File: config.mk
export PLATFORM = sky130hd
export DESIGN_NAME = aes_keysched
export DESIGN_NICKNAME = d
export VERILOG_FILES = /design/src/sv/aes_pkg.sv /design/src/sv/aes_keysched.sv
export SDC_FILE = /design/constraint.sdc
export NUM_CORES = 2
export LEC_CHECK = 0
export BUFFER_PORTS_ARGS = -buffer_cell sky130_fd_sc_hd__buf_2
export CORE_UTILIZATION = 40
export CTS_CLUSTER_SIZE = 16
export DETAILED_ROUTE_END_ITERATION = 8
export GPL_ROUTABILITY_DRIVEN = 0
export SLEW_MARGIN = 5
export SYNTH_ARGS = -nofsm -noshare
export SYNTH_HDL_FRONTEND = slang
export SYNTH_SLANG_ARGS = --single-unit
File: constraint.sdc
create_clock -name aclk -period 17 [get_ports aclk]
set_input_delay 3.4 -clock aclk [delete_from_list [all_inputs] [get_ports aclk]]
set_output_delay 3.4 -clock aclk [all_outputs]
set_load 0.05 [all_outputs]
File: src/sv/aes_pkg.sv
package aes_pkg;

    localparam int ScheduleWords = 60;
    localparam int KeyIdxW = 6;
    localparam int RegIdxW = 3;

    localparam logic [RegIdxW-1:0] REG_KEY0   = 3'd0;
    localparam logic [RegIdxW-1:0] REG_KEY1   = 3'd1;
    localparam logic [RegIdxW-1:0] REG_KEY2   = 3'd2;
    localparam logic [RegIdxW-1:0] REG_KEY3   = 3'd3;
    localparam logic [RegIdxW-1:0] REG_KEYLEN = 3'd4;

    typedef struct packed {
        logic load;
        logic dec;
        logic first_round;
        logic last_round;
        logic capture;
    } aes_cmd_t;

    function automatic logic [7:0] xtime(input logic [7:0] a);
        xtime = {a[6:0], 1'b0} ^ (a[7] ? 8'h1b : 8'h00);
    endfunction

    function automatic logic [7:0] gmul(input logic [7:0] a, input logic [7:0] b);
        logic [7:0] p;
        logic [7:0] x;
        p = 8'h00;
        x = a;
        for (int i = 0; i < 8; i++) begin
            if (b[i]) p = p ^ x;
            x = xtime(x);
        end
        gmul = p;
    endfunction

    // x^254 by square and multiply (254 = 8'b1111_1110)
    function automatic logic [7:0] ginv(input logic [7:0] x);
        logic [7:0] r;
        logic [7:0] base;
        r = 8'h01;
        base = x;
        for (int i = 0; i < 8; i++) begin
            if (i != 0) r = gmul(r, base);
            base = gmul(base, base);
        end
        ginv = r;
    endfunction

    function automatic logic [7:0] rotl8(input logic [7:0] v, input int n);
        rotl8 = (v << n) | (v >> (8 - n));
    endfunction

    function automatic logic [7:0] sbox_calc(input logic [7:0] x);
        logic [7:0] b;
        b = ginv(x);
        sbox_calc = b ^ rotl8(b, 1) ^ rotl8(b, 2) ^ rotl8(b, 3) ^ rotl8(b, 4) ^ 8'h63;
    endfunction

    function automatic logic [7:0] inv_sbox_calc(input logic [7:0] y);
        inv_sbox_calc = ginv(rotl8(y, 1) ^ rotl8(y, 3) ^ rotl8(y, 6) ^ 8'h05);
    endfunction

    typedef logic [7:0] sbox_arr_t [256];

    function automatic sbox_arr_t mk_sbox(input logic inv);
        sbox_arr_t t;
        for (int i = 0; i < 256; i++)
            t[i] = inv ? inv_sbox_calc(8'(i)) : sbox_calc(8'(i));
        mk_sbox = t;
    endfunction

    localparam sbox_arr_t SBOX = mk_sbox(1'b0);
    localparam sbox_arr_t INV_SBOX = mk_sbox(1'b1);

    function automatic logic [31:0] sub_word(input logic [31:0] w);
        sub_word = {SBOX[w[31:24]], SBOX[w[23:16]], SBOX[w[15:8]], SBOX[w[7:0]]};
    endfunction

endpackage

File: src/sv/aes_keysched.sv
module aes_keysched
    import aes_pkg::*;
(
    input  logic                aclk,
    input  logic                aresetn,
    input  logic                start,
    input  logic [3:0]          nk,
    input  logic [255:0]        key,
    input  logic [KeyIdxW-1:0]  rd_addr,
    output logic [31:0]         rd_data,
    output logic                busy
);
    logic [31:0]         mem [ScheduleWords];
    logic [KeyIdxW-1:0]  idx_reg, idx_next, total;
    logic [3:0]          phase_reg, phase_next;
    logic [7:0]          rc_reg, rc_next;
    logic [31:0]         prev_reg, back_reg;
    logic                run_reg, run_next;
    logic                step_reg;
    logic [31:0]         t, w, kw;
    logic [KeyIdxW-1:0]  ra;

    assign total = KeyIdxW'(4 * (nk + 7));
    assign busy  = run_reg | start;
    assign kw    = key[255 - 32*idx_reg[2:0] -: 32];

    always_comb begin
        t = prev_reg;
        if (phase_reg == 4'd0)
            t = sub_word({prev_reg[23:0], prev_reg[31:24]}) ^ {rc_reg, 24'h0};
        else if (nk > 4'd6 && phase_reg == 4'd4)
            t = sub_word(prev_reg);
        w = (idx_reg < KeyIdxW'(nk)) ? kw : (back_reg ^ t);
    end

    // each word: read w[i-nk] first, then write w[i]
    always_comb begin
        run_next = run_reg;
        idx_next = idx_reg;
        phase_next = phase_reg;
        rc_next = rc_reg;
        if (start) begin
            run_next = 1'b1;
            idx_next = '0;
            phase_next = 4'd0;
            rc_next = 8'h8d;
        end else if (run_reg && step_reg) begin
            idx_next = idx_reg + 1'b1;
            if (phase_reg == nk - 4'd1) begin
                phase_next = 4'd0;
                rc_next = xtime(rc_reg);
            end else begin
                phase_next = phase_reg + 4'd1;
            end
            if (idx_reg + 1'b1 == total) run_next = 1'b0;
        end
    end

    assign ra = (run_reg && idx_reg >= KeyIdxW'(nk)) ? (idx_reg - KeyIdxW'(nk)) : rd_addr;

    always_ff @(posedge aclk) begin
        if (!aresetn) begin
            run_reg <= 1'b0;
            step_reg <= 1'b0;
            idx_reg <= '0;
            phase_reg <= 4'd0;
            rc_reg <= 8'h00;
        end else begin
            run_reg <= run_next;
            idx_reg <= idx_next;
            phase_reg <= phase_next;
            rc_reg <= rc_next;
            step_reg <= start ? 1'b0 : (run_reg ? ~step_reg : 1'b0);
            if (!start && run_reg && step_reg) begin
                mem[idx_reg] <= w;
                prev_reg <= w;
            end
        end
        back_reg <= mem[ra];
        rd_data <= mem[rd_addr];
    end
endmodule

==> summary.md <==
| Metric | Value |
|---|---|
| Status | `completed` |
| IR drop worst, VDD | `106 µV` |
| EDFF count, synth | `1952` |
| Crit path max fanout | `64` |
| CTS-repair resized insts | `0` |
| Largest net degree at the start of global routing | `158` |
| RSZ-0062 raised after global routing | `no` |
| Predominant post-synthesis flop cell | `edfxtp_1` |
| Hold endpoint | `step_reg$_SDFF_PP0_` |
| Cell Pwr Density | `93.9 mW/mm²` |
| Layout cell share with drive strength beyond 1 | `0.218` |
| Clock latency on the worst-skew pair | `0.90 ns` |
| Synth top area share | `0.530` |
| Sequential share of the synthesized area | `0.545` |
| Yosys reg bits | `2036` |
| Gr ovfl total | `0` |
| P_leak | `40.8 nW` |
| Vias in the first global route | `79100` |
| Max-cap viol count | `0` |
| CTS Hold Bufs | `0` |
| H-tree depth | `4` |
| CP endpoint kind | `flip-flop` |
| Synth cell types | `90` |
| Core area | `0.274 mm²` |
| Slew headroom | `0.167` |
| Setup slack at placement | `7.88 ns` |
| R2r startpoint | `prev_reg[25]$_DFFE_PP_` |
| Crit Path Category | `input pin to flip-flop` |
| Finished Layout Cells | `12400` |
| Final setup vio count | `0` |
| Highest Signal Layer | `met5` |
| Cells after DPL | `12000` |
| TritonCTS sink count | `just over 2000` |
| # port buffers | `301` |
| Synth area leaders | `edfxtp_1 (53%), mux4_2 (17%), nand2_1 (5.1%)` |
| Root Buffer | `clkbuf_16` |
| Global-route wire length before repair | `604000 µm` |
| Hold Startpoint | `step_reg$_SDFF_PP0_` |
| Final net count | `approximately 8900` |
| Reg-to-reg endpoint | `mem[55][3]$_DFFE_PP_` |
| DRT iter0 DRCs | `15200` |
| Hold_ws | `0.443 ns` |
| Die Y | `528 µm` |
| Die ar. | `0.279 mm²` |
| Hold-critical path depth | `1` |
| Worst Tran Pin Value | `1.25 ns` |
| CTS tree | `yes` |
| Syn nets | `8899` |
| Clock Skews | `0.0460 ns` |
| Cells after Synth | `8562` |
| Final Hold Vio Count | `0` |
| Synth cell count leaders | `edfxtp_1 (1952), nand2_1 (1495), mux4_2 (836)` |
| Critical Path Source Type | `input pin` |
| Dpl hpwl | `257000 µm` |
| Min Tclk post-route | `8.38 ns` |
| Synthesized area | `0.111 mm²` |
| Final WS setup | `8.62 ns` |
| Reg with most FFs | `mem` |
| Met2 routed WL | `186000 µm` |
| Length of the first detailed-routing pass in iterations | `9` |
| Avg Cell Area, Syn | `12.9 µm²` |
| DRT antenna net count | `0` |
| Post-synth top area cell | `edfxtp_1` |
| Post-CTS setup buffer count | `0` |
| Worst EP required | `17.80 ns` |
| Syn-to-layout area delta | `11.2%` |
| Num CTS Buffers | `211` |
| Routed WL per cell | `35.1 µm` |
| Final Slew Violations | `0` |
| I/O Pins | `around 300` |
| Register-to-register setup slack | `10.46 ns` |
| Post-route cell area | `0.123 mm²` |
| Max reg flops | `1920` |
| R2r worst-path depth | `13` |
| DRC | `0` |
| Final setup TNS | `0 ns` |
| Ys async rst share | `0` |
| Data arrival, critical path | `roughly 9.2 ns` |
| Wl on met1 | `151000 µm` |
| Final wirelength | `between 400000 and 500000 µm` |
| Syn. warnings | `0` |
| Routed vias/inst | `6.87` |
| DR vias | `85200` |
| # rows | `192` |
| Dpl cell area | `0.116 mm²` |
| Starting density of the core | `0.403` |
| Initial antenna violation count | `29` |
| Fmax achieved | `119 MHz` |
| Clk buf depth | `3` |
| Die Width | `528 µm` |
| Final period util | `0.493` |
| Gr usage total | `0.304` |
| CTS clk-pin slew, worst paths | `0.06 ns` |
| Most frequent cell after synthesis | `edfxtp_1` |
| Met3 WL | `65300 µm` |
| Hold Path Class | `flip-flop to flip-flop` |
## stage by stage
stage / power, mW / util
6_report: 11.5 / 0.448
5_1_grt: 11.8 / 0.448
4_1_cts: 11.5 / 0.448
3_5_place_dp: 7.04 / 0.423
3_3_place_gp: 7.03 / 0.423
2_1_floorplan: 6.53 / -
## critical path, stage by stage
cell      delay [ns]
buf_2           0.15
ha_1            0.21
inv_1           0.06
fa_1            0.42
a21o_1          0.33
a211o_4         0.60
nand3_4         0.54
buf_4           0.80
buf_4           0.61
buf_4           0.70
a211oi_1        0.17
a311oi_1        0.28
a31oi_1         0.08
a22oi_1         0.30
a21oi_1         0.20
a21oi_1         0.20
## cell families (layout without fill, tap and decap cells)
| kind of cell | count (synthesis) | after routing | share of synthesized area |
|---|---|---|---|
| AO/OA/AOI/OAI | 1534 | 1534 | 0.0964 |
| XOR/XNOR | 73 | 73 | 0.00578 |
| adder cells (fa/ha/maj) | 68 | 68 | 0.00776 |
| buffers and inverters | 859 | 988 | 0.0342 |
| flip-flops | 2036 | 2036 | 0.545 |
| multiplexers | 1067 | 1067 | 0.191 |
| other | 0 | 28 | 0 |
| AND/OR/NAND/NOR | 2925 | 2925 | 0.119 |
## per-layer routing
metal	GRT usage	vias up
met5	0	-
met2	0.446	7379
li1	-	33700
met4	0.188	18
met1	0.394	42600
met3	0.0944	1451
## layout make-up
cell class	instances	area, µm²
antenna	28	70.1
clock buffer	286	5930
clock inverter	102	813
fill	24400	151000
inverter	52	195
multi-input combinational	5667	47500
sequential	2036	60300
tap	3686	4610
timing repair buffer	548	3510
## worst max-delay path by stage
stage                                end  depth (start not counted)  startpoint  slack [ns]
floorplan            mem[0][3]$_DFFE_PP_                          9       nk[0]        9.06
global placement    back_reg[20]$_DFF_P_                         16       nk[0]        7.97
detailed placement  back_reg[20]$_DFF_P_                         16       nk[0]        7.88
CTS                 back_reg[20]$_DFF_P_                         16       nk[0]        8.79
global route        back_reg[20]$_DFF_P_                         16       nk[0]        8.41
finish              back_reg[20]$_DFF_P_                         16       nk[0]        8.62
## power breakdown
part | internal [mW] | total [mW] | switching [mW]
registers | 5.57 | 5.63 | 0.0680
clock network | 2.58 | 4.57 | 1.98
logic | 0.441 | 1.34 | 0.902
total | 8.59 | 11.5 | 2.95
## cell usage in the layout (no fill, tap or decap), types with 84 or more instances in the layout
master,n
buf_2,295
nand3_1,555
o21ai_0,223
mux4_2,836
buf_4,239
a21oi_1,282
a22oi_1,117
nand2_1,1492
nor3_1,102
a311oi_1,152
mux2i_1,204
a211oi_1,105
dfxtp_1,84
a31oi_1,105
edfxtp_1,1952
nor2_1,238
clkbuf_16,216
nor2b_1,85
Note: power is estimated with default switching activity, not from simulation.
