<file path="src/sv/aes_pkg.sv">
package aes_pkg;

    localparam int ScheduleWords = 60;
    localparam int KeyIdxW = 6;
    localparam int RegIdxW = 3;

    localparam logic [RegIdxW-1:0] REG_KEY0   = 3'd0;
    localparam logic [RegIdxW-1:0] REG_KEY1   = 3'd1;
    localparam logic [RegIdxW-1:0] REG_KEY2   = 3'd2;
    localparam logic [RegIdxW-1:0] REG_KEY3   = 3'd3;
    localparam logic [RegIdxW-1:0] REG_KEYLEN = 3'd4;

    typedef struct packed {
        logic load;
        logic dec;
        logic first_round;
        logic last_round;
        logic capture;
    } aes_cmd_t;

    function automatic logic [7:0] xtime(input logic [7:0] a);
        xtime = {a[6:0], 1'b0} ^ (a[7] ? 8'h1b : 8'h00);
    endfunction

    function automatic logic [7:0] gmul(input logic [7:0] a, input logic [7:0] b);
        logic [7:0] p;
        logic [7:0] x;
        p = 8'h00;
        x = a;
        for (int i = 0; i < 8; i++) begin
            if (b[i]) p = p ^ x;
            x = xtime(x);
        end
        gmul = p;
    endfunction

    // x^254 by square and multiply (254 = 8'b1111_1110)
    function automatic logic [7:0] ginv(input logic [7:0] x);
        logic [7:0] r;
        logic [7:0] base;
        r = 8'h01;
        base = x;
        for (int i = 0; i < 8; i++) begin
            if (i != 0) r = gmul(r, base);
            base = gmul(base, base);
        end
        ginv = r;
    endfunction

    function automatic logic [7:0] rotl8(input logic [7:0] v, input int n);
        rotl8 = (v << n) | (v >> (8 - n));
    endfunction

    function automatic logic [7:0] sbox_calc(input logic [7:0] x);
        logic [7:0] b;
        b = ginv(x);
        sbox_calc = b ^ rotl8(b, 1) ^ rotl8(b, 2) ^ rotl8(b, 3) ^ rotl8(b, 4) ^ 8'h63;
    endfunction

    function automatic logic [7:0] inv_sbox_calc(input logic [7:0] y);
        inv_sbox_calc = ginv(rotl8(y, 1) ^ rotl8(y, 3) ^ rotl8(y, 6) ^ 8'h05);
    endfunction

    typedef logic [7:0] sbox_arr_t [256];

    function automatic sbox_arr_t mk_sbox(input logic inv);
        sbox_arr_t t;
        for (int i = 0; i < 256; i++)
            t[i] = inv ? inv_sbox_calc(8'(i)) : sbox_calc(8'(i));
        mk_sbox = t;
    endfunction

    localparam sbox_arr_t SBOX = mk_sbox(1'b0);
    localparam sbox_arr_t INV_SBOX = mk_sbox(1'b1);

    function automatic logic [31:0] sub_word(input logic [31:0] w);
        sub_word = {SBOX[w[31:24]], SBOX[w[23:16]], SBOX[w[15:8]], SBOX[w[7:0]]};
    endfunction

endpackage

</file>
<file path="src/sv/aes_ctrl.sv">
module aes_ctrl
    import aes_pkg::*;
(
    input  logic               aclk,
    input  logic               aresetn,
    input  logic               in_fire,
    input  logic               in_dec,
    input  logic               cfg_we,
    input  logic [3:0]         nk,
    input  logic               ks_busy,
    input  logic               out_ready,
    output logic               in_ready,
    output logic               out_valid,
    output logic               ks_start,
    output logic [KeyIdxW-1:0] rk_addr,
    output logic               rk_load,
    output logic [1:0]         rk_slot,
    output aes_cmd_t           cmd
);
    typedef enum logic [4:0] {
        S_IDLE = 5'b00001, S_KEYS = 5'b00010, S_ADDR = 5'b00100,
        S_ROUND = 5'b01000, S_DONE = 5'b10000
    } state_t;

    state_t      state_reg, state_next;
    logic        valid_reg, valid_next, sched_reg, sched_next, dec_reg;
    logic        first_reg, first_next, cap;
    logic [3:0]  rnd_reg, rnd_next, nr;
    logic [2:0]  wcnt_reg, wcnt_next;
    logic        rk_load_reg;
    logic [1:0]  rk_slot_reg;

    assign nr = nk + 4'd6;
    assign in_ready = (state_reg == S_IDLE) && (!valid_reg || out_ready);
    assign out_valid = valid_reg;
    // one round-key word per cycle in S_ADDR; store data arrives in the following cycle
    assign rk_addr = KeyIdxW'({rnd_reg, wcnt_reg[1:0]});
    assign rk_load = rk_load_reg;
    assign rk_slot = rk_slot_reg;

    always_comb begin
        state_next = state_reg;
        rnd_next = rnd_reg;
        first_next = first_reg;
        sched_next = sched_reg;
        wcnt_next = wcnt_reg;
        ks_start = 1'b0;
        cap = 1'b0;
        unique case (state_reg)
            S_IDLE: if (in_fire) begin
                if (!sched_reg) begin
                    ks_start = 1'b1;
                    sched_next = 1'b1;
                    state_next = S_KEYS;
                end else state_next = S_ADDR;
                rnd_next = in_dec ? nr : 4'd0;
                first_next = 1'b1;
            end
            S_KEYS: if (!ks_busy) state_next = S_ADDR;
            S_ADDR: begin
                if (wcnt_reg == 3'd4) begin
                    wcnt_next = 3'd0;
                    state_next = S_ROUND;
                end else begin
                    wcnt_next = wcnt_reg + 3'd1;
                end
            end
            S_ROUND: begin
                first_next = 1'b0;
                if ((dec_reg && rnd_reg == 4'd0) || (!dec_reg && rnd_reg == nr))
                    state_next = S_DONE;
                else begin
                    rnd_next = dec_reg ? rnd_reg - 4'd1 : rnd_reg + 4'd1;
                    state_next = S_ADDR;
                end
            end
            S_DONE: begin
                cap = 1'b1;
                state_next = S_IDLE;
            end
            default: state_next = S_IDLE;
        endcase
        if (cfg_we) sched_next = 1'b0;
        valid_next = cap ? 1'b1 : (out_ready ? 1'b0 : valid_reg);
        cmd.load = (state_reg == S_ROUND);
        cmd.dec = dec_reg;
        cmd.first_round = first_reg;
        cmd.last_round = dec_reg ? (rnd_reg == 4'd0) : (rnd_reg == nr);
        cmd.capture = cap;
    end

    always_ff @(posedge aclk) begin
        if (!aresetn) begin
            state_reg <= S_IDLE;
            valid_reg <= 1'b0;
            sched_reg <= 1'b0;
            rnd_reg <= 4'd0;
            first_reg <= 1'b0;
            dec_reg <= 1'b0;
            wcnt_reg <= 3'd0;
            rk_load_reg <= 1'b0;
            rk_slot_reg <= 2'd0;
        end else begin
            state_reg <= state_next;
            valid_reg <= valid_next;
            sched_reg <= sched_next;
            rnd_reg <= rnd_next;
            first_reg <= first_next;
            wcnt_reg <= wcnt_next;
            rk_load_reg <= (state_reg == S_ADDR) && (wcnt_reg != 3'd4);
            rk_slot_reg <= wcnt_reg[1:0];
            if (in_fire) dec_reg <= in_dec;
        end
    end
endmodule

</file>
<file path="config.mk">
export PLATFORM = sky130hd
export DESIGN_NAME = aes_ctrl
export DESIGN_NICKNAME = d
export VERILOG_FILES = /design/src/sv/aes_pkg.sv /design/src/sv/aes_ctrl.sv
export SDC_FILE = /design/constraint.sdc
export NUM_CORES = 1
export LEC_CHECK = 0
export BUFFER_PORTS_ARGS = -buffer_cell sky130_fd_sc_hd__buf_2
export CAP_MARGIN = 20
export CORE_ASPECT_RATIO = 1.25
export CORE_MARGIN = 1
export CORE_UTILIZATION = 47
export DETAILED_ROUTE_END_ITERATION = 12
export PLACE_DENSITY = 0.74
export SYNTH_ARGS = -nofsm -noshare
export SYNTH_HDL_FRONTEND = slang
export SYNTH_SLANG_ARGS = --single-unit
</file>
<file path="constraint.sdc">
create_clock -name aclk -period 1.7 [get_ports aclk]
set_input_delay 0.255 -clock aclk [delete_from_list [all_inputs] [get_ports aclk]]
set_output_delay 0.255 -clock aclk [all_outputs]
set_load 0.05 [all_outputs]
</file>
==> results.ini, run 1 <==
[run_status]
status = complete, but fails checks
violations = setup timing

[critical_path]
slowest_delay_ns = 0.38
r2r_slack_ns = 0.03
arrival_ns = 1.65
setup.worst_path.class = reg -> out
crit_fanout = 5
cp_slowest_cell = dfxtp_4
path_cells = xnor3_2 > nor4_4 > and2_4 > inv_4 > nand2_4 > buf_8
critPathCaptureType = output pin
startpoint_type = register
required_ns = 1.44

[floorplanning]
ios = 28
die_w_um = 46.2
std_cell_rows = 19
dieArea_um2 = 2650
die_h_um = 57.3
start_util_pct = 50.9
core-area_um2 = 2260

[power_and_ir_drop]
swShare_pct = 37.8
p_switching_mw = 0.460
pwr-share-seq_pct = 42.6
ir_drop_mv = 0.576
power_frac_clock_pct = 19.0
p_total_mw = 1.22
powerDensity_nw_per_um2 = 776
power_frac_comb_pct = 38.4
p_int_mw = 0.757
p_leak_nw = 0.697

[clocking]
clk_path_buf_depth = 2
root_buffer = clkbuf_4
numClockSinks = 19
cts_hold_buf = 0
insertion_delay_ns = 0.29
h-tree-depth = 1
cts_buffers = 3
path_clk_slew_ns = 0.11
cts_tree = yes

[yosys]
synth_top_area_share_pct = 33.1
synth_xor_area_share_pct = 8.17
yosysWarnings = 0
synthSimpleGateAreaFrac_pct = 27.6
synthTopCellsByArea = dfxtp_1 33%, ha_1 5.4%, xnor2_1 5.3%, nor2_1 4.9%, buf_4 3.9%
synth.area.mux_share_pct = 0.871
synthesis.area_um2 = 1150
synth.distinct_cells = 42
synth_compound_area_share_pct = 15.3
synth_fa_ha_area_share_pct = 7.19
netlist_instances = 132
yosysSeqAreaShare_pct = 33.1
syn_nets = 149
syn_area_per_cell_um2 = 8.70
synth_top_family_by_area = simple AND/OR/NAND/NOR gates
yosysTopAreaCell = dfxtp_1
ys_seq_elements = 19

[sta]
finalMaxSlewViolations = 0
max_slew_margin_pct = 74.8
worstMarginPinSlew_ns = 0.377
setup_viol = 1
fin_crit_sh_pct = 112
hold_viol = 0
timing.final.ws_setup_ns = -0.201
final.setup_skew_ns = 0.00267
fin_crit_ns = 1.90
timing.fmax_ghz = 0.526
rsz0062_at_grt = true

[finish]
final_cell_mix = 22 x buf_2, 16 x buf_4, 12 x nor2_1
area_growth_pct = 36.5
largest_reg_flops = 5
layout.nets = 188
mostFrequentLayoutCell = buf_2
antenna_cells = 0
num-fill-cells = 192
layout-drive-gt1-share_pct = 42.9
multiInputGateArea_um2 = 776
instances_no_fill = 201
regArea_um2 = 404

[grt]
grt_max_degree = 12
grt_pass1_wl_um = 4540
antenna_found_initial = 0
grtUsageTotal_pct = 23.7
grt-ovfl-total = 0
grt_pass1_vias = 1017

[place]
dp_cells = 192
io_buffers = 27
gp_congestion = 0.837
post-dp-hpwl_um = 2050

[detailed_routing]
drtIter0Drc = 34
first_pass_iters = 4
wl_per_cell_um = 14.1
postRouteAntennaNets = 0
num_vias = 1081
wirelength_um = 2830
viasPerCell = 5.38
drc_errors = 0

[hold_path]
hold_path.class = in -> reg

[job]
cap_violations = 0

[worst paths after layout]
path | start | end | cells past startpoint
worst max-delay path | rnd_reg[3]$_SDFFE_PN0P_ | cmd[1] | 6
worst min-delay path | cfg_we | sched_reg$_SDFFE_PP0P_ | 2
worst max register to register | rnd_reg[3]$_SDFFE_PN0P_ | state_reg[2]$_SDFFE_PN0P_ | 6
worst min register to register | wcnt_reg[1]$_SDFFE_PN0P_ | rk_slot[1]$_SDFF_PN0_ | 2
[cell families after synthesis]
group,after synthesis
and+or+nand+nor,55
AOI/OAI and AO/OA,24
DFF,19
buffers and inverters,18
xor gates and xnor gates,9
adders and majority gates,6
muxes,1
[cell type report]
type	count	area share, %
multi-input combinational	95	49.5
clock buffer	3	1.44
clock inverter	1	0.319
sequential	19	25.8
tap	31	2.47
timing repair buffer	42	17.8
inverter	10	2.71
[critical path: cells and delay by family, from the launching register on]
family / cells / cell delay (ns)
xor gates and xnor gates: 1 / 0.26
DFF: 1 / 0.38
buffers and inverters: 2 / 0.18
and+or+nand+nor: 3 / 0.52
[power groups by stage]
stage	Combinational (mW)	Clock, mW	Sequential [mW]
2_1_floorplan	0.273	0	0.551
3_3_place_gp	0.392	0	0.517
3_5_place_dp	0.400	0	0.519
4_1_cts	0.422	0.240	0.515
5_1_grt	0.498	0.261	0.523
6_report	0.467	0.231	0.518
[synthesized netlist by cell type (all sizes together)]
library cell,number
nand3b,3
mux2i,1
a31o,1
o221ai,3
a211oi,2
buf,6
inv,10
or2,1
a31oi,2
nand2,7
nor4,2
and3,2
a21oi,4
nor2,16
o211ai,1
and4b,1
xnor2,7
nor3b,1
clkbuf,2
a21boi,1
o311a,3
nor2b,4
nor3,4
o21ai,4
or3,1
nor4bb,2
and2,2
a21o,2
nand4b,1
xor2,1
o21a,1
xnor3,1
and4,1
ha,5
nand3,7
fa,1
dfxtp,19
[metrics by stage]
stage	setup slack, ns	util, %	setup TNS [ns]	area [um2]	hold slack (ns)
after CTS	-0.205	65.5	-0.221	1480	0.0998
final	-0.201	69.4	-0.201	1570	0.0992
after global routing	-0.262	69.4	-0.353	1570	0.0998
after floorplan	-0.00236	-	-0.00236	1190	0.331
after global placement	-0.219	61.4	-0.975	1390	0.418
after detailed placement	-0.286	61.4	-1.32	1390	0.424
[per-layer routing]
layer	share of wire (%)	wire, um	up-vias	GRT usage (%)
li1	-	-	538	-
met1	41	1160	492	28.5
met2	51	1460	39	40.0
met3	3.7	106	12	2.85
met4	3.8	108	0	11.8
met5	0	0	-	0
[what timing repair did]
item                                    CTS  global route
resized for setup                        20            13
endpoints found under the setup margin    5            11
pin swaps                                 0             7
setup buffers                             0             6
No activity file was read; power rests on OpenSTA's default activity.
==> inputs of run 2 (changes only) <==
--- a/config.mk
+++ b/config.mk
@@ -7,11 +7,13 @@
 export LEC_CHECK = 0
 export BUFFER_PORTS_ARGS = -buffer_cell sky130_fd_sc_hd__buf_2
 export CAP_MARGIN = 20
+export CELL_PAD_IN_SITES_DETAIL_PLACEMENT = 1
+export CELL_PAD_IN_SITES_GLOBAL_PLACEMENT = 1
 export CORE_ASPECT_RATIO = 1.25
 export CORE_MARGIN = 1
-export CORE_UTILIZATION = 47
+export CORE_UTILIZATION = 35
 export DETAILED_ROUTE_END_ITERATION = 12
-export PLACE_DENSITY = 0.74
+export PLACE_DENSITY_LB_ADDON = 0.1
 export SYNTH_ARGS = -nofsm -noshare
 export SYNTH_HDL_FRONTEND = slang
 export SYNTH_SLANG_ARGS = --single-unit
==> run 2 against run 1 <==
Global-route usage decreased by 3.5 points. Sequential cell count unchanged. Sequential power decreased by 2%. Clock skew increased by 0.0014 ns. Register-to-register slack about the same. Worst hold slack improved by 0.0064 ns. Non-clock buffer count increased by 4. First-iteration DRC count decreased by 18%. The run still ends with setup timing left. Critical path depth unchanged. Sequential share of layout area decreased by 0.84 points. Largest cell class unchanged.
==> results.ini, run 2 (synthesis results as in run 1) <==
[floorplanning]
dieArea_um2 = 3520  ; +33%
ios = 28  ; unchanged
die_w_um = 53.2  ; +15%
start_util_pct = 37.9  ; -13 points
core-area_um2 = 3030  ; +34%
std_cell_rows = 22  ; +3
die_h_um = 66.1  ; +15%

[grt]
grt_pass1_vias = 1105  ; +8.7%
grt-ovfl-total = 0  ; unchanged
grt_max_degree = 11  ; -1
grtUsageTotal_pct = 20.2  ; -3.5 points
grt_pass1_wl_um = 5040  ; +11%
antenna_found_initial = 0  ; unchanged

[power_and_ir_drop]
ir_drop_mv = 0.331  ; -43%
swShare_pct = 37.1  ; -0.70 points
p_switching_mw = 0.454  ; -1.3%
p_total_mw = 1.22  ; +0.62%
powerDensity_nw_per_um2 = 772  ; -0.49%
pwr-share-seq_pct = 41.6  ; -1.0 points
power_frac_clock_pct = 18.8  ; -0.2 points
p_leak_nw = 0.710  ; +1.9%
p_int_mw = 0.770  ; +1.8%
power_frac_comb_pct = 39.6  ; +1.2 points

[finish]
layout-drive-gt1-share_pct = 43.7  ; +0.74 points
final_cell_mix = 21 x buf_2, 20 x buf_4, 13 x nor2_1
area_growth_pct = 38.0
antenna_cells = 0  ; unchanged
fin_area_um2 = 1590  ; +1.1%
mostFrequentLayoutCell = buf_2
largest_reg_flops = 5  ; unchanged
layout.nets = 192  ; +2.1%
instances_no_fill = 210  ; +4.5%

[run_status]
status = complete, but fails checks
violations = setup timing

[sta]
timing.fmax_ghz = 0.535  ; +1.7%
setup_viol = 1  ; unchanged
final.setup_skew_ns = 0.00407  ; +0.00139 ns
hold_viol = 0  ; unchanged
finalMaxSlewViolations = 0  ; unchanged
max_slew_margin_pct = 72.4  ; -2.3 points
fin_crit_ns = 1.87  ; -0.0313 ns
fin_crit_sh_pct = 110  ; -1.8 points
rsz0062_at_grt = true
worstMarginPinSlew_ns = 0.413  ; +0.0357 ns
timing.final.ws_setup_ns = -0.169  ; +0.0313 ns

[place]
dp_cells = 202  ; +5.2%
gp_congestion = 0.847  ; +1.1%
dpl_cell_area_um2 = 1430  ; +3.2%
post-dp-hpwl_um = 2510  ; +23%
io_buffers = 27  ; unchanged

[critical_path]
cp_top_family = simple AND/OR/NAND/NOR gates
startpoint_type = register
cp.buffers_inverters = 2  ; unchanged
slowest_delay_ns = 0.37  ; about the same
arrival_ns = 1.61  ; -0.04 ns
critPathCaptureType = output pin
path_cells = xnor3_2 > nor4_4 > and2_4 > inv_4 > nand2_4 > buf_8
cp_slowest_cell = dfxtp_4
setup.worst_path.class = reg -> out
required_ns = 1.44  ; about the same
crit_fanout = 2  ; -3

[clocking]
clk_path_buf_depth = 2  ; unchanged
numClockSinks = 19  ; unchanged
path_clk_slew_ns = 0.11  ; about the same
root_buffer = clkbuf_4
h-tree-depth = 1  ; unchanged
insertion_delay_ns = 0.29  ; about the same
cts_tree = yes
cts_buffers = 3  ; unchanged

[detailed_routing]
postRouteAntennaNets = 0  ; unchanged
viasPerCell = 5.10  ; -5.3%
num_vias = 1070  ; -1.0%
drc_errors = 0  ; unchanged
drtIter0Drc = 28  ; -18%
first_pass_iters = 4  ; unchanged
wl_per_cell_um = 14.9  ; +5.7%
wirelength_um = 3120  ; +10%

[job]
cap_violations = 0  ; unchanged

[hold_path]
hold_path.class = in -> reg

[run 2: cell types whose count changed in the layout (fill, tap and decap cells not counted), sizes merged]
cell / before / now
clkbuf: 3 / 4
clkinv: 1 / 0
buf: 42 / 46
[run 2: cell type report]
class,instances,area (um2)
timing repair buffer,46,315
tap,36,45.0
clock buffer,4,26.3
fill,368,1440
multi-input combinational,95,761
sequential,19,395
inverter,10,42.5
[run 2: what timing repair did]
action / CTS / global route
pin swaps: 5 / 4
resized for setup: 20 / 9
hold buffers: 0 / 0
endpoints found under the hold margin: 0 / 0
endpoints found under the setup margin: 6 / 8
setup buffers: 5 / 0
gates cloned: 0 / 0
[run 2: worst paths after layout]
check | from | slack (ns) | cells past startpoint | to
setup / recovery | rnd_reg[3]$_SDFFE_PN0P_ | -0.17 | 6 | cmd[1]
hold / removal | cfg_we | 0.11 | 2 | sched_reg$_SDFFE_PP0P_
setup reg to reg | rnd_reg[3]$_SDFFE_PN0P_ | 0.02 | 6 | rnd_reg[2]$_SDFFE_PN0P_
hold reg to reg | first_reg$_SDFFE_PN0P_ | 0.50 | 2 | first_reg$_SDFFE_PN0P_
[run 2: worst register-to-register path, cell delays in order, from the launching register on]
cell and delay, ns:
dfxtp_4 0.37, xnor3_2 0.26, nor4_4 0.26, buf_4 0.17, a211oi_4 0.07, buf_4 0.17
o311a_1 0.28
[run 2: layer usage]
metal / global-route usage (%) / up-vias / share of wire, %
met5: 0 / - / 0
li1: - / 542 / -
met4: 8.22 / 0 / 1.5
met2: 36.3 / 20 / 52
met3: 3.45 / 4 / 3.2
met1: 22.6 / 504 / 43
[run 2: stage by stage]
| step | utilization (%) | hold slack (ns) | TNS, ns | setup slack, ns |
|---|---|---|---|---|
| floorplan | - | 0.331 | -0.00236 | -0.00236 |
| global placement | 47.3 | 0.415 | -1.06 | -0.245 |
| detailed placement | 47.3 | 0.428 | -1.56 | -0.305 |
| CTS | 51.6 | 0.101 | -0.248 | -0.195 |
| global route | 52.4 | 0.0881 | -0.394 | -0.239 |
| finish | 52.4 | 0.106 | -0.169 | -0.169 |
[run 2: power groups by stage]
| stage | Clock (mW) | Sequential (mW) | Combinational (mW) |
|---|---|---|---|
| 6_report | 0.230 | 0.509 | 0.485 |
| 5_1_grt | 0.260 | 0.514 | 0.521 |
| 4_1_cts | 0.240 | 0.509 | 0.477 |
| 3_5_place_dp | 0 | 0.513 | 0.439 |
| 3_3_place_gp | 0 | 0.512 | 0.425 |
| 2_1_floorplan | 0 | 0.551 | 0.273 |
==> inputs of run 3 (changes only) <==
--- a/config.mk
+++ b/config.mk
@@ -5,14 +5,15 @@
 export SDC_FILE = /design/constraint.sdc
 export NUM_CORES = 1
 export LEC_CHECK = 0
+export ABC_AREA = 1
 export BUFFER_PORTS_ARGS = -buffer_cell sky130_fd_sc_hd__buf_2
 export CAP_MARGIN = 20
 export CELL_PAD_IN_SITES_DETAIL_PLACEMENT = 1
 export CELL_PAD_IN_SITES_GLOBAL_PLACEMENT = 1
 export CORE_ASPECT_RATIO = 1.25
-export CORE_MARGIN = 1
-export CORE_UTILIZATION = 35
+export CORE_UTILIZATION = 33
 export DETAILED_ROUTE_END_ITERATION = 12
+export GPL_ROUTABILITY_DRIVEN = 0
 export PLACE_DENSITY_LB_ADDON = 0.1
 export SYNTH_ARGS = -nofsm -noshare
 export SYNTH_HDL_FRONTEND = slang
==> run 3 against run 2 <==
The run now ends clean. Die area up 12%. Via count up 13%. Combinational power down 6.4%. Sequential share of layout area up 2.0 points. Largest cell class unchanged. Utilization decreased by 11 points.
==> results.ini, run 3 <==
[floorplanning]
die_h_um = 70.0  ; +6.0%
core-area_um2 = 3510  ; +16%
die_w_um = 56.4  ; +6.0%
dieArea_um2 = 3950  ; +12%
start_util_pct = 34.8  ; -3.1 points
ios = 28  ; unchanged
std_cell_rows = 24  ; +9.1%

[sta]
worstMarginPinSlew_ns = 0.300  ; -0.113 ns
hold_slack_ns = 0.168  ; +0.0626 ns
hold_viol = 0  ; unchanged
timing.fmax_ghz = 0.612  ; +14%
setup_viol = 0  ; -1
finalMaxSlewViolations = 0  ; unchanged
final.setup_skew_ns = 0.00328  ; -0.000787 ns
fin_crit_ns = 1.63  ; -0.235 ns
fin_crit_sh_pct = 96.1  ; -14 points
max_slew_margin_pct = 79.9  ; +7.5 points
timing.final.ws_setup_ns = 0.0655  ; +0.235 ns
setup_tns_ns = 0  ; +0.169 ns

[grt]
grt-ovfl-total = 0  ; unchanged
antenna_found_initial = 0  ; unchanged
grt_pass1_vias = 1255  ; +14%
grt_pass1_wl_um = 5600  ; +11%
grtUsageTotal_pct = 18.2  ; -2.0 points
grt_max_degree = 11  ; unchanged

[yosys]
syn_nets = 194  ; +30%
synth_top_area_share_pct = 31.1  ; -2.0 points
synth_most_common_cell = nand2_1
yosysWarnings = 0  ; unchanged
yosysSeqAreaShare_pct = 31.1  ; -2.0 points
async_flop_share_pct = 0  ; unchanged
ys_top_cells_by_count = 38 x nand2_1, 28 x inv_1, 19 x dfxtp_1
synth.distinct_cells = 29  ; -31%
synthTopCellsByArea = dfxtp_1 31%, nand2_1 12%, inv_1 8.6%, nand3_1 6.6%, ha_1 5.1%
synth_edf_count = 0  ; unchanged
synthesis.area_um2 = 1220  ; +6.4%
syn_area_per_cell_um2 = 6.91  ; -21%
yosysTopAreaCell = dfxtp_1
ys_seq_elements = 19  ; unchanged
synthFlopType = dfxtp_1
netlist_instances = 177  ; +34%

[critical_path]
crit_fanout = 3  ; +1
setup.worst_path.class = in -> out
slowest_delay_ns = 0.34  ; -0.03 ns
path_cells = buf_2 > inv_1 > ha_2 > inv_1 > nand2_1 > nand3_1 > nor2_1 > nand2_1 > nand2_2 > buf_6
cp_slowest_cell = ha_2
startpoint_type = primary input
cp.buffers_inverters = 4  ; +2
arrival_ns = 1.38  ; -0.23 ns
cp_top_family = simple AND/OR/NAND/NOR gates
required_ns = 1.44  ; about the same
critPathCaptureType = output pin

[power_and_ir_drop]
power_frac_comb_pct = 35.6  ; -4.0 points
pwr-share-seq_pct = 40.3  ; -1.3 points
p_int_mw = 0.786  ; +2.1%
p_total_mw = 1.27  ; +4.0%
power_frac_clock_pct = 24.1  ; +5.3 points
p_leak_nw = 0.750  ; +5.7%
ir_drop_mv = 0.406  ; +23%
p_switching_mw = 0.487  ; +7.1%
powerDensity_nw_per_um2 = 869  ; +12%
swShare_pct = 38.2  ; +1.1 points

[detailed_routing]
drc_errors = 0  ; unchanged
drtIter0Drc = 32  ; +14%
num_vias = 1205  ; +13%
postRouteAntennaNets = 0  ; unchanged
wl_per_cell_um = 13.6  ; -8.6%
first_pass_iters = 4  ; unchanged
wirelength_um = 3320  ; +6.2%
viasPerCell = 4.94  ; -3.1%

[finish]
final_cell_mix = 38 x nand2_1, 27 x inv_1, 25 x buf_2
area_growth_pct = 19.9
largest_reg_flops = 5  ; unchanged
instances_no_fill = 244  ; +16%
layout.nets = 223  ; +16%
layout-drive-gt1-share_pct = 32.7  ; -11 points
mostFrequentLayoutCell = nand2_1
antenna_cells = 0  ; unchanged

[clocking]
cts_tree = yes
path_clk_slew_ns = 0.07  ; -0.04 ns
root_buffer = clkbuf_8
clk_path_buf_depth = 2  ; unchanged
cts_hold_buf = 0  ; unchanged
numClockSinks = 19  ; unchanged
insertion_delay_ns = 0.25  ; -0.04 ns
cts_buffers = 3  ; unchanged
h-tree-depth = 1  ; unchanged

[run_status]
status = finished, final reports clean

[job]
cap_violations = 0  ; unchanged

[place]
dp_cells = 240  ; +19%
io_buffers = 27  ; unchanged
preCtsSetupSlack_ns = -0.0184  ; +0.287 ns
post-dp-hpwl_um = 2750  ; +9.3%

[hold_path]
hold_path.class = in -> reg

==> run 3: cell count changes in the layout (fill, tap and decap cells not counted), moves of 4 or more <==
cell	before	now
buf_4	20	3
inv_1	6	27
nand2_2	0	5
a21oi_1	4	11
inv_2	2	6
xnor2_1	6	0
nand2_1	6	38
nand3_1	6	15
buf_2	21	25
==> run 3: final cells by class <==
| class | count | area, um2 |
|---|---|---|
| Inverter | 36 | 143 |
| Fill cell | 477 | 2050 |
| Sequential cell | 19 | 394 |
| Timing Repair Buffer | 30 | 170 |
| Clock buffer | 4 | 45.0 |
| Multi-Input combinational cell | 116 | 664 |
| Tap cell | 39 | 48.8 |
==> run 3: cells by family after synthesis <==
group | Yosys count | share of synthesized area [%]
and+or+nand+nor | 88 | 36.4
buffers and inverters | 42 | 15.7
adders and majority gates | 6 | 6.76
AOI/OAI and AO/OA | 22 | 10.0
DFF | 19 | 31.1
==> run 3: path summary, 6_finish.rpt <==
kind         slack (ns)  depth (start not counted)                     from                 endpoint
max                0.07                         10                    nk[1]                   cmd[1]
max reg2reg        0.14                         10  rnd_reg[1]$_SDFFE_PN0P_  rnd_reg[2]$_SDFFE_PN0P_
min reg2reg        0.48                          2   first_reg$_SDFFE_PN0P_   first_reg$_SDFFE_PN0P_
min                0.17                          2                   cfg_we   sched_reg$_SDFFE_PP0P_
==> run 3: power by group through the flow <==
| stage | clock, mW | combinational, mW | sequential, mW |
|---|---|---|---|
| 3_5_place_dp | 0 | 0.440 | 0.523 |
| 3_3_place_gp | 0 | 0.419 | 0.520 |
| 2_1_floorplan | 0 | 0.294 | 0.561 |
| 5_1_grt | 0.345 | 0.496 | 0.518 |
| 6_report | 0.307 | 0.454 | 0.512 |
| 4_1_cts | 0.324 | 0.448 | 0.513 |
==> run 3: timing repair <==
item	4_1_cts	5_1_grt
pin swaps	0	1
setup buffers	0	0
endpoints found under the setup margin	2	4
resized for setup	3	10
==> run 3: metal layers <==
metal / vias up / share of wire (%) / GRT usage, %
met5: - / 0 / 0
met4: 0 / 1.2 / 7.05
met3: 4 / 2.7 / 1.85
li1: 605 / - / -
met2: 22 / 58 / 36.3
met1: 574 / 38 / 18.7
==> run 3: worst reg2reg max path, cell delays in order (launching register included) <==
cell	delay, ns
dfxtp_4	0.39
inv_1	0.07
fa_1	0.41
nand2_1	0.08
inv_1	0.04
o21ai_1	0.17
o21ai_2	0.08
inv_2	0.05
nand3_2	0.06
nand2_1	0.07
nor2_1	0.04
==> run 3: per-stage QoR <==
stage               area [um2]  utilization (%)
finish                    1470             41.7
global route              1470             41.7
CTS                       1440             41.0
detailed placement        1390             39.5
global placement          1390             39.5
floorplan                 1230                -
